### config.mk
export PLATFORM = sky130hd
export DESIGN_NAME = grid_maze_dfs_path
export DESIGN_NICKNAME = d
export VERILOG_FILES = /design/src/gmdp_pkg.sv /design/src/gmdp_ram.sv /design/src/gmdp_ctrl.sv /design/src/gmdp_datapath.sv /design/src/grid_maze_dfs_path.sv
export SDC_FILE = /design/constraint.sdc
export NUM_CORES = 1
export LEC_CHECK = 0
export BUFFER_PORTS_ARGS = -buffer_cell sky130_fd_sc_hd__buf_2
export CELL_PAD_IN_SITES_DETAIL_PLACEMENT = 0
export CELL_PAD_IN_SITES_GLOBAL_PLACEMENT = 1
export CORE_MARGIN = 4
export CORE_UTILIZATION = 48
export CTS_BUF_LIST = sky130_fd_sc_hd__clkbuf_2 sky130_fd_sc_hd__clkbuf_4 sky130_fd_sc_hd__clkbuf_8
export CTS_CLUSTER_SIZE = 12
export DETAILED_ROUTE_END_ITERATION = 12
export GPL_TIMING_DRIVEN = 0
export PLACE_DENSITY = 0.74
export SYNTH_ARGS = -nofsm -noshare
export SYNTH_HDL_FRONTEND = slang
export SYNTH_SLANG_ARGS = --single-unit
### constraint.sdc
create_clock -name clk -period 12.58 [get_ports clk]
set_clock_uncertainty 0.1 [all_clocks]
set_input_delay 0.629 -clock clk [delete_from_list [all_inputs] [get_ports clk]]
set_output_delay 0.629 -clock clk [all_outputs]
set_load 0.02 [all_outputs]
### src/gmdp_pkg.sv
// types, constants and control words shared by the grid maze path search
package gmdp_pkg;

	localparam int CELLS   = 64;
	localparam int ADDR_W  = 6;
	localparam int DEPTH_W = 7;
	localparam int ENTRY_W = 8;

	typedef logic [1:0] dir_t;

	localparam dir_t DIR_RIGHT = 2'd0;
	localparam dir_t DIR_DOWN  = 2'd1;
	localparam dir_t DIR_LEFT  = 2'd2;
	localparam dir_t DIR_UP    = 2'd3;

	localparam logic FUNC_LOAD   = 1'b0;
	localparam logic FUNC_SEARCH = 1'b1;

	typedef enum logic [10:0] {
		S_CLR_OPEN  = 11'b000_0000_0001,
		S_IDLE      = 11'b000_0000_0010,
		S_CLR_VISIT = 11'b000_0000_0100,
		S_INIT      = 11'b000_0000_1000,
		S_STEP      = 11'b000_0001_0000,
		S_CHECK     = 11'b000_0010_0000,
		S_POP       = 11'b000_0100_0000,
		S_EMIT_RD   = 11'b000_1000_0000,
		S_EMIT_WR   = 11'b001_0000_0000,
		S_LAST      = 11'b010_0000_0000,
		S_FAIL      = 11'b100_0000_0000
	} state_t;

	typedef struct packed {
		logic sweep_open;
		logic sweep_visit;
		logic load;
		logic start;
		logic init;
		logic step;
		logic check;
		logic pop;
		logic out_path;
		logic out_last;
		logic out_fail;
	} cmd_t;

	typedef struct packed {
		logic origin;
		logic cnt_done;
		logic open0;
		logic hit;
		logic pop;
		logic empty;
		logic emit_more;
		logic out_free;
	} sts_t;

endpackage

### src/gmdp_ram.sv
// generic single write port ram with registered read
module gmdp_ram #(
	parameter int WIDTH = 8,
	parameter int DEPTH = 64
) (
	input  logic                     clk,
	input  logic                     we,
	input  logic [$clog2(DEPTH)-1:0] waddr,
	input  logic [WIDTH-1:0]         wdata,
	input  logic [$clog2(DEPTH)-1:0] raddr,
	output logic [WIDTH-1:0]         rdata
);

	logic [WIDTH-1:0] mem_q [DEPTH];
	logic [WIDTH-1:0] rdata_q;

	always_ff @(posedge clk) begin
		if (we) begin
			mem_q[waddr] <= wdata;
		end
		rdata_q <= mem_q[raddr];
	end

	assign rdata = rdata_q;

endmodule

### src/gmdp_ctrl.sv
// search controller state machine
module gmdp_ctrl (
	input  logic          clk,
	input  logic          arst_n,
	input  logic          item_valid,
	input  logic          func,
	input  gmdp_pkg::sts_t sts,
	output logic          item_stall,
	output gmdp_pkg::cmd_t cmd
);

	gmdp_pkg::state_t state_q, state_d;
	logic accept;

	assign accept     = item_valid && (state_q == gmdp_pkg::S_IDLE);
	assign item_stall = (state_q != gmdp_pkg::S_IDLE);

	always_ff @(posedge clk or negedge arst_n) begin
		if (!arst_n) begin
			state_q <= gmdp_pkg::S_CLR_OPEN;
		end else begin
			state_q <= state_d;
		end
	end

	always_comb begin
		state_d = state_q;
		cmd     = '0;
		unique case (state_q)
			gmdp_pkg::S_CLR_OPEN: begin
				cmd.sweep_open = 1'b1;
				if (sts.cnt_done) begin
					state_d = gmdp_pkg::S_IDLE;
				end
			end
			gmdp_pkg::S_IDLE: begin
				if (accept) begin
					if (func == gmdp_pkg::FUNC_SEARCH) begin
						cmd.start = 1'b1;
						state_d   = sts.origin ? gmdp_pkg::S_LAST : gmdp_pkg::S_CLR_VISIT;
					end else begin
						cmd.load = 1'b1;
					end
				end
			end
			gmdp_pkg::S_CLR_VISIT: begin
				cmd.sweep_visit = 1'b1;
				if (sts.cnt_done) begin
					state_d = gmdp_pkg::S_INIT;
				end
			end
			gmdp_pkg::S_INIT: begin
				cmd.init = 1'b1;
				state_d  = sts.open0 ? gmdp_pkg::S_STEP : gmdp_pkg::S_FAIL;
			end
			gmdp_pkg::S_STEP: begin
				cmd.step = 1'b1;
				state_d  = gmdp_pkg::S_CHECK;
			end
			gmdp_pkg::S_CHECK: begin
				cmd.check = 1'b1;
				if (sts.hit) begin
					state_d = gmdp_pkg::S_EMIT_RD;
				end else if (sts.pop) begin
					state_d = sts.empty ? gmdp_pkg::S_FAIL : gmdp_pkg::S_POP;
				end else begin
					state_d = gmdp_pkg::S_STEP;
				end
			end
			gmdp_pkg::S_POP: begin
				cmd.pop = 1'b1;
				state_d = gmdp_pkg::S_STEP;
			end
			gmdp_pkg::S_EMIT_RD: begin
				state_d = gmdp_pkg::S_EMIT_WR;
			end
			gmdp_pkg::S_EMIT_WR: begin
				if (sts.out_free) begin
					cmd.out_path = 1'b1;
					state_d      = sts.emit_more ? gmdp_pkg::S_EMIT_RD : gmdp_pkg::S_LAST;
				end
			end
			gmdp_pkg::S_LAST: begin
				if (sts.out_free) begin
					cmd.out_last = 1'b1;
					state_d      = gmdp_pkg::S_IDLE;
				end
			end
			gmdp_pkg::S_FAIL: begin
				if (sts.out_free) begin
					cmd.out_fail = 1'b1;
					state_d      = gmdp_pkg::S_IDLE;
				end
			end
			default: begin
				state_d = gmdp_pkg::S_CLR_OPEN;
			end
		endcase
	end

endmodule

### src/gmdp_datapath.sv
// grid, visited map, search stack, neighbour logic and result register
module gmdp_datapath #(
	parameter int GRID_SIZE = 8
) (
	input  logic           clk,
	input  logic           arst_n,
	input  gmdp_pkg::cmd_t cmd,
	input  logic [2:0]     cell_row,
	input  logic [2:0]     cell_col,
	input  logic           cell_open,
	input  logic [2:0]     target_row,
	input  logic [2:0]     target_col,
	input  logic           path_stall,
	output gmdp_pkg::sts_t sts,
	output logic           path_valid,
	output logic [2:0]     path_row,
	output logic [2:0]     path_col,
	output logic           found,
	output logic           last
);

	localparam logic [3:0] GRID_N = 4'(GRID_SIZE);

	logic [gmdp_pkg::DEPTH_W-1:0] depth_q, depth_after;
	logic [gmdp_pkg::ADDR_W-1:0]  cnt_q;
	logic [gmdp_pkg::ADDR_W-1:0]  top_cell_q, nb_cell_q;
	gmdp_pkg::dir_t               top_dir_q;
	logic                         nb_inside_q, nb_dir3_q, nb_tgt_q;
	logic [2:0]                   trow_q, tcol_q;
	logic                         out_valid_q, out_found_q, out_last_q;
	logic [2:0]                   out_row_q, out_col_q;

	logic [2:0] cur_r, cur_c, nb_r, nb_c;
	logic       nb_in;
	logic       hit, push, popped;
	logic       out_free;
	logic [gmdp_pkg::DEPTH_W-1:0] emit_lim;

	logic                          open_we, open_rd;
	logic [gmdp_pkg::ADDR_W-1:0]   open_waddr, open_raddr;
	logic                          open_wdata;
	logic                          vis_we, vis_rd, vis_wdata;
	logic [gmdp_pkg::ADDR_W-1:0]   vis_waddr;
	logic                          stk_we;
	logic [gmdp_pkg::ADDR_W-1:0]   stk_waddr, stk_raddr;
	logic [gmdp_pkg::ENTRY_W-1:0]  stk_wdata, stk_rd;

	// neighbour of the top frame in its current direction
	always_comb begin
		cur_r = top_cell_q[5:3];
		cur_c = top_cell_q[2:0];
		nb_r  = cur_r;
		nb_c  = cur_c;
		nb_in = 1'b0;
		unique case (top_dir_q)
			gmdp_pkg::DIR_RIGHT: begin
				nb_in = ({1'b0, cur_c} + 4'd1) < GRID_N;
				nb_c  = cur_c + 3'd1;
			end
			gmdp_pkg::DIR_DOWN: begin
				nb_in = ({1'b0, cur_r} + 4'd1) < GRID_N;
				nb_r  = cur_r + 3'd1;
			end
			gmdp_pkg::DIR_LEFT: begin
				nb_in = (cur_c != 3'd0);
				nb_c  = cur_c - 3'd1;
			end
			gmdp_pkg::DIR_UP: begin
				nb_in = (cur_r != 3'd0);
				nb_r  = cur_r - 3'd1;
			end
			default: begin
				nb_in = 1'b0;
			end
		endcase
	end

	assign depth_after = nb_dir3_q ? (depth_q - 7'd1) : depth_q;
	assign hit    = nb_inside_q && open_rd && nb_tgt_q;
	assign push   = nb_inside_q && open_rd && !nb_tgt_q && !vis_rd
	                && (depth_after < 7'(gmdp_pkg::CELLS));
	assign popped = nb_dir3_q && !hit && !push;

	assign out_free = !out_valid_q || !path_stall;
	assign emit_lim = depth_q[6] ? 7'(gmdp_pkg::CELLS - 1) : depth_q;

	assign sts.origin    = (target_row == 3'd0) && (target_col == 3'd0);
	assign sts.cnt_done  = (cnt_q == 6'(gmdp_pkg::CELLS - 1));
	assign sts.open0     = open_rd;
	assign sts.hit       = hit;
	assign sts.pop       = popped;
	assign sts.empty     = (depth_after == 7'd0);
	assign sts.emit_more = ({1'b0, cnt_q} + 7'd1) < emit_lim;
	assign sts.out_free  = out_free;

	// open map ports
	assign open_we    = cmd.sweep_open
	                    || (cmd.load && ({1'b0, cell_row} < GRID_N) && ({1'b0, cell_col} < GRID_N));
	assign open_waddr = cmd.sweep_open ? cnt_q : {cell_row, cell_col};
	assign open_wdata = cmd.sweep_open ? 1'b0 : cell_open;
	assign open_raddr = cmd.step ? {nb_r, nb_c} : '0;

	// visited map ports
	assign vis_we    = cmd.sweep_visit || (cmd.init && open_rd) || (cmd.check && push);
	assign vis_waddr = cmd.sweep_visit ? cnt_q : (cmd.init ? '0 : nb_cell_q);
	assign vis_wdata = !cmd.sweep_visit;

	// stack ports: entry is {next direction, cell}
	always_comb begin
		stk_we    = 1'b0;
		stk_waddr = '0;
		stk_wdata = '0;
		if (cmd.init) begin
			stk_we = open_rd;
		end else if (cmd.step) begin
			stk_we    = (top_dir_q != gmdp_pkg::DIR_UP);
			stk_waddr = 6'(depth_q - 7'd1);
			stk_wdata = {top_dir_q + 2'd1, top_cell_q};
		end else if (cmd.check) begin
			stk_we    = push;
			stk_waddr = depth_after[5:0];
			stk_wdata = {gmdp_pkg::DIR_RIGHT, nb_cell_q};
		end
	end

	assign stk_raddr = cmd.check ? 6'(depth_after - 7'd1) : cnt_q;

	gmdp_ram #(.WIDTH(1), .DEPTH(gmdp_pkg::CELLS)) u_open_ram (
		.clk   (clk),
		.we    (open_we),
		.waddr (open_waddr),
		.wdata (open_wdata),
		.raddr (open_raddr),
		.rdata (open_rd)
	);

	gmdp_ram #(.WIDTH(1), .DEPTH(gmdp_pkg::CELLS)) u_visit_ram (
		.clk   (clk),
		.we    (vis_we),
		.waddr (vis_waddr),
		.wdata (vis_wdata),
		.raddr ({nb_r, nb_c}),
		.rdata (vis_rd)
	);

	gmdp_ram #(.WIDTH(gmdp_pkg::ENTRY_W), .DEPTH(gmdp_pkg::CELLS)) u_stack_ram (
		.clk   (clk),
		.we    (stk_we),
		.waddr (stk_waddr),
		.wdata (stk_wdata),
		.raddr (stk_raddr),
		.rdata (stk_rd)
	);

	// control registers
	always_ff @(posedge clk or negedge arst_n) begin
		if (!arst_n) begin
			depth_q     <= '0;
			cnt_q       <= '0;
			out_valid_q <= 1'b0;
		end else begin
			if (cmd.sweep_open || cmd.sweep_visit || cmd.out_path) begin
				cnt_q <= cnt_q + 6'd1;
			end else if (cmd.start || (cmd.check && hit)) begin
				cnt_q <= '0;
			end

			if (cmd.start || cmd.out_last || cmd.out_fail) begin
				depth_q <= '0;
			end else if (cmd.init && open_rd) begin
				depth_q <= 7'd1;
			end else if (cmd.check && push) begin
				depth_q <= depth_after + 7'd1;
			end else if (cmd.check && popped) begin
				depth_q <= depth_after;
			end

			if (cmd.out_path || cmd.out_last || cmd.out_fail) begin
				out_valid_q <= 1'b1;
			end else if (!path_stall) begin
				out_valid_q <= 1'b0;
			end
		end
	end

	// search payload registers
	always_ff @(posedge clk) begin
		if (cmd.start) begin
			trow_q <= target_row;
			tcol_q <= target_col;
		end
		if (cmd.init) begin
			top_cell_q <= '0;
			top_dir_q  <= gmdp_pkg::DIR_RIGHT;
		end else if (cmd.step) begin
			nb_cell_q   <= {nb_r, nb_c};
			nb_inside_q <= nb_in;
			nb_dir3_q   <= (top_dir_q == gmdp_pkg::DIR_UP);
			nb_tgt_q    <= (nb_r == trow_q) && (nb_c == tcol_q);
			top_dir_q   <= top_dir_q + 2'd1;
		end else if (cmd.check && push) begin
			top_cell_q <= nb_cell_q;
			top_dir_q  <= gmdp_pkg::DIR_RIGHT;
		end else if (cmd.pop) begin
			top_cell_q <= stk_rd[5:0];
			top_dir_q  <= stk_rd[7:6];
		end

		if (cmd.out_path) begin
			out_row_q   <= stk_rd[5:3];
			out_col_q   <= stk_rd[2:0];
			out_found_q <= 1'b1;
			out_last_q  <= 1'b0;
		end else if (cmd.out_last) begin
			out_row_q   <= trow_q;
			out_col_q   <= tcol_q;
			out_found_q <= 1'b1;
			out_last_q  <= 1'b1;
		end else if (cmd.out_fail) begin
			out_row_q   <= 3'd0;
			out_col_q   <= 3'd0;
			out_found_q <= 1'b0;
			out_last_q  <= 1'b1;
		end
	end

	assign path_valid = out_valid_q;
	assign path_row   = out_row_q;
	assign path_col   = out_col_q;
	assign found      = out_found_q;
	assign last       = out_last_q;

endmodule

### src/grid_maze_dfs_path.sv
// top level of the depth-first grid maze path search
// A load word writes one open or blocked bit of the grid and is taken without leaving idle. A
// search word from (0,0) to the target first clears the visited map, then probes each neighbour
// in a step state (neighbour read from the grid and visited maps) and a check state (decision),
// plus a pop state per backtrack to re-read the stack; it returns the path from the start to
// the target, each cell read from the stack and then written out, the last word marked, or one
// word with found low when no path exists. A search to (0,0) returns only the last word, with
// no search. Words are taken one at a time, the next while the final result still waits in the
// output register. After reset the grid is cleared while item_stall stays high.
module grid_maze_dfs_path #(
	parameter int GRID_SIZE = 8
) (
	input  logic       clk,
	input  logic       arst_n,
	input  logic       item_valid,
	output logic       item_stall,
	input  logic       func,
	input  logic [2:0] cell_row,
	input  logic [2:0] cell_col,
	input  logic       cell_open,
	input  logic [2:0] target_row,
	input  logic [2:0] target_col,
	output logic       path_valid,
	input  logic       path_stall,
	output logic [2:0] path_row,
	output logic [2:0] path_col,
	output logic       found,
	output logic       last
);

	gmdp_pkg::cmd_t cmd;
	gmdp_pkg::sts_t sts;

	gmdp_ctrl u_ctrl (
		.clk        (clk),
		.arst_n     (arst_n),
		.item_valid (item_valid),
		.func       (func),
		.sts        (sts),
		.item_stall (item_stall),
		.cmd        (cmd)
	);

	gmdp_datapath #(.GRID_SIZE(GRID_SIZE)) u_datapath (
		.clk        (clk),
		.arst_n     (arst_n),
		.cmd        (cmd),
		.cell_row   (cell_row),
		.cell_col   (cell_col),
		.cell_open  (cell_open),
		.target_row (target_row),
		.target_col (target_col),
		.path_stall (path_stall),
		.sts        (sts),
		.path_valid (path_valid),
		.path_row   (path_row),
		.path_col   (path_col),
		.found      (found),
		.last       (last)
	);

endmodule
==> qor.csv <==
metric,value,unit
Yosys cell types,82,
critical path arrival,7490,ps
Post-DP Area,32100,um^2
post-DR wirelength/cell,29.8,um
worst setup path class,reg2reg,
prevailing post-synth register cell,edfxtp_1,
CP startpoint kind,flip-flop,
share of the synthesized area in the top cell type,0.646,
num rows,92,
clk_lat worst skew,750,ps
postcts setup bufs,0,
ys async rst share,0.0354,
cell taking the most area after synthesis,edfxtp_1,
Synth Instances,2414,
post-layout net count,2610,
design area,34600,um^2
global-route wire length before repair,148000,um
number of port buffers,27,
htree depth,3,
vias in the first global route,21200,
"Max FO, Critical Path",10,
Detail Route Antenna Nets,0,
pin count of the biggest net entering global routing,65,
DIE AREA,68100,um^2
placer congestion estimate,0.982,
max_cap viols,0,
initial antenna violation count,1,
die width,261,um
area grow syn2layout,12.7,%
fmax,144,MHz
post-synthesis sequential area ratio,0.680,
Final setup viols,0,
Setup TNS Final,0,ps
area occupied by registers,20900,um^2
Syn. warnings,0,
Power Density,215,nW/um^2
CTS tree,done,
CTS max path bufs,3,
Final HPWL DP,70300,um
vias per cell,6.35,
clock slew at reported path FFs,60,ps
Ports,28,
RSZ-0062 raised after global routing,false,
run status,finished clean,
# resized after CTS,0,
First DRT Iteration DRCs,3211,
# hold bufs at CTS,8,
Hold WC Path Type,in2reg,
clock sinks,706,
Leakage Power,0.0120,uW
Die Height,261,um
"commonest cells after routing, fill and taps aside","edfxtp_1, nand2_1, nor2_1",
Synth Register Bits,706,
fin crit share,0.551,
Peak VDD IR,0.113,mV
CP Capture Type,flip-flop,
area occupied by multi-input gates,9060,um^2
slew margin rel.,0.0451,
All-Layer GR Usage,0.304,
via count,22400,
Synth Net Count,2449,
overflow left after global routing,0,
total CTS buffers,115,
Slew @ Worst Pin,1400,ps
Mean Syn Cell Area,12.7,um^2
Period minus WS final,6930,ps
critical path required time,13140,ps
"commonest non-fill, non-tap cell in the layout",edfxtp_1,
First-pass DRT Iterations,6,
"wirelength, routed",105000,um
"Slew Viols, Final",0,
fillers,5351,
"Hold Vio Cnt, Final",0,
Core Footprint,63200,um^2
root cell of the clock tree,clkbuf_8,
Starting Density,0.486,
top post-synthesis cells by area,"edfxtp_1, nand2_1, mux2i_1",
Post-Syn Area,30700,um^2
DRC Markers,0,
number of flops mapped to enable cells by yosys,661,
layout cells sized above 1,0.126,
[kinds of logic after synthesis]
logic type | Yosys count | share of synthesized area
and+or+nand+nor | 927 | 0.133
DFF | 706 | 0.680
AOI/OAI and AO/OA | 423 | 0.0978
buffers and inverters | 178 | 0.0258
muxes | 131 | 0.0464
xor gates and xnor gates | 32 | 0.00958
adders and majority gates | 17 | 0.00742
[report_power, final]
part           switching (uW)  total (uW)  internal (uW)
logic                    1950        2640            683
clock network             965        2110           1150
registers                43.3        2670           2630
[through the flow]
| stage | setup WS (ps) | hold WS [ps] | power, uW | util | cells |
|---|---|---|---|---|---|
| after floorplan | 8460 | 233 | 4140 | - | 2414 |
| after global placement | 6230 | 362 | 5220 | 0.505 | 3287 |
| after detailed placement | 6290 | 380 | 5240 | 0.508 | 3296 |
| after CTS | 6270 | 217 | 7320 | 0.547 | 3521 |
| after global routing | 5970 | 254 | 7620 | 0.548 | 3522 |
| final | 5650 | 259 | 7430 | 0.548 | 3522 |
[cells in the mapped netlist (all sizes together), types with 9 or more instances]
cell	number
edfxtp	661
nand2	401
nor2	258
mux2i	116
nand3	100
a21oi	90
clkbuf	75
buf	74
o21ai	55
a211oi	45
nand4	38
a31oi	30
inv	29
a32oi	28
and3	28
a22oi	26
dfrtp	24
nor3	21
dfxtp	20
xnor2	16
ha	15
xor2	15
a221oi	14
o31ai	14
o211ai	13
nor4	11
o221ai	10
o22ai	10
a2111oi	9
a311oi	9
nand2b	9
[worst paths after layout]
check                      depth (start not counted)                   from                              end  slack [ps]
max                                               13  u_datapath.depth_q[0]  u_datapath.u_stack_ram.rdata[2]        5650
min in group asynchronous                          2                 arst_n            u_datapath.depth_q[2]         320
max in group asynchronous                          2                 arst_n                u_ctrl.state_q[3]       11640
min                                                3                   func                u_ctrl.state_q[1]         260
min reg2reg                                        2        u_datapath.last                  u_datapath.last         390
max reg2reg                                       13  u_datapath.depth_q[0]  u_datapath.u_stack_ram.rdata[2]        5650
[layout make-up]
class / instances / area share
clock buffers: 141 / 0.0516
clock inverters: 76 / 0.0181
flip-flops and latches: 706 / 0.603
inverters: 29 / 0.00315
diodes: 1 / 0.0000723
repair buffers: 44 / 0.0114
multi-input cells: 1530 / 0.262
plain buffers: 149 / 0.0198
well taps: 846 / 0.0306
[layer usage]
layer,track usage,part of all wire,vias to the layer above,wire length [um]
li1,-,-,9463,-
met4,0.114,0.042,0,4360
met5,0,0,-,0
met2,0.458,0.44,1491,45800
met1,0.422,0.40,11100,41600
met3,0.0886,0.13,280,13200
[worst max-delay path, stage by stage (launching register included)]
cell and delay [ps]:
dfrtp_1 330, clkbuf_1 430, xor2_1 1110, ha_1 440, nor3b_1 210, nand4_1 460
nand2_1 420, clkbuf_1 970, clkbuf_1 910, a21oi_1 90, a22oi_1 390, nand2_1 110
a211oi_1 550, o32a_1 310
[flip-flops by register name, indices dropped and copies added (netlist names), 2 cells and up]
register / flops
u_datapath.u_stack_ram.mem_q: 512
u_datapath.u_open_ram.mem_q: 64
u_datapath.u_visit_ram.mem_q: 64
u_ctrl.state_q: 11
u_datapath.u_stack_ram.rdata: 8
u_datapath.depth_q: 7
u_datapath.cnt_q: 6
u_datapath.nb_cell_q: 6
u_datapath.top_cell_q: 6
u_datapath.path_col: 3
u_datapath.path_row: 3
u_datapath.tcol_q: 3
u_datapath.trow_q: 3
u_datapath.top_dir_q: 2
Power figures use the tool's default switching activity.
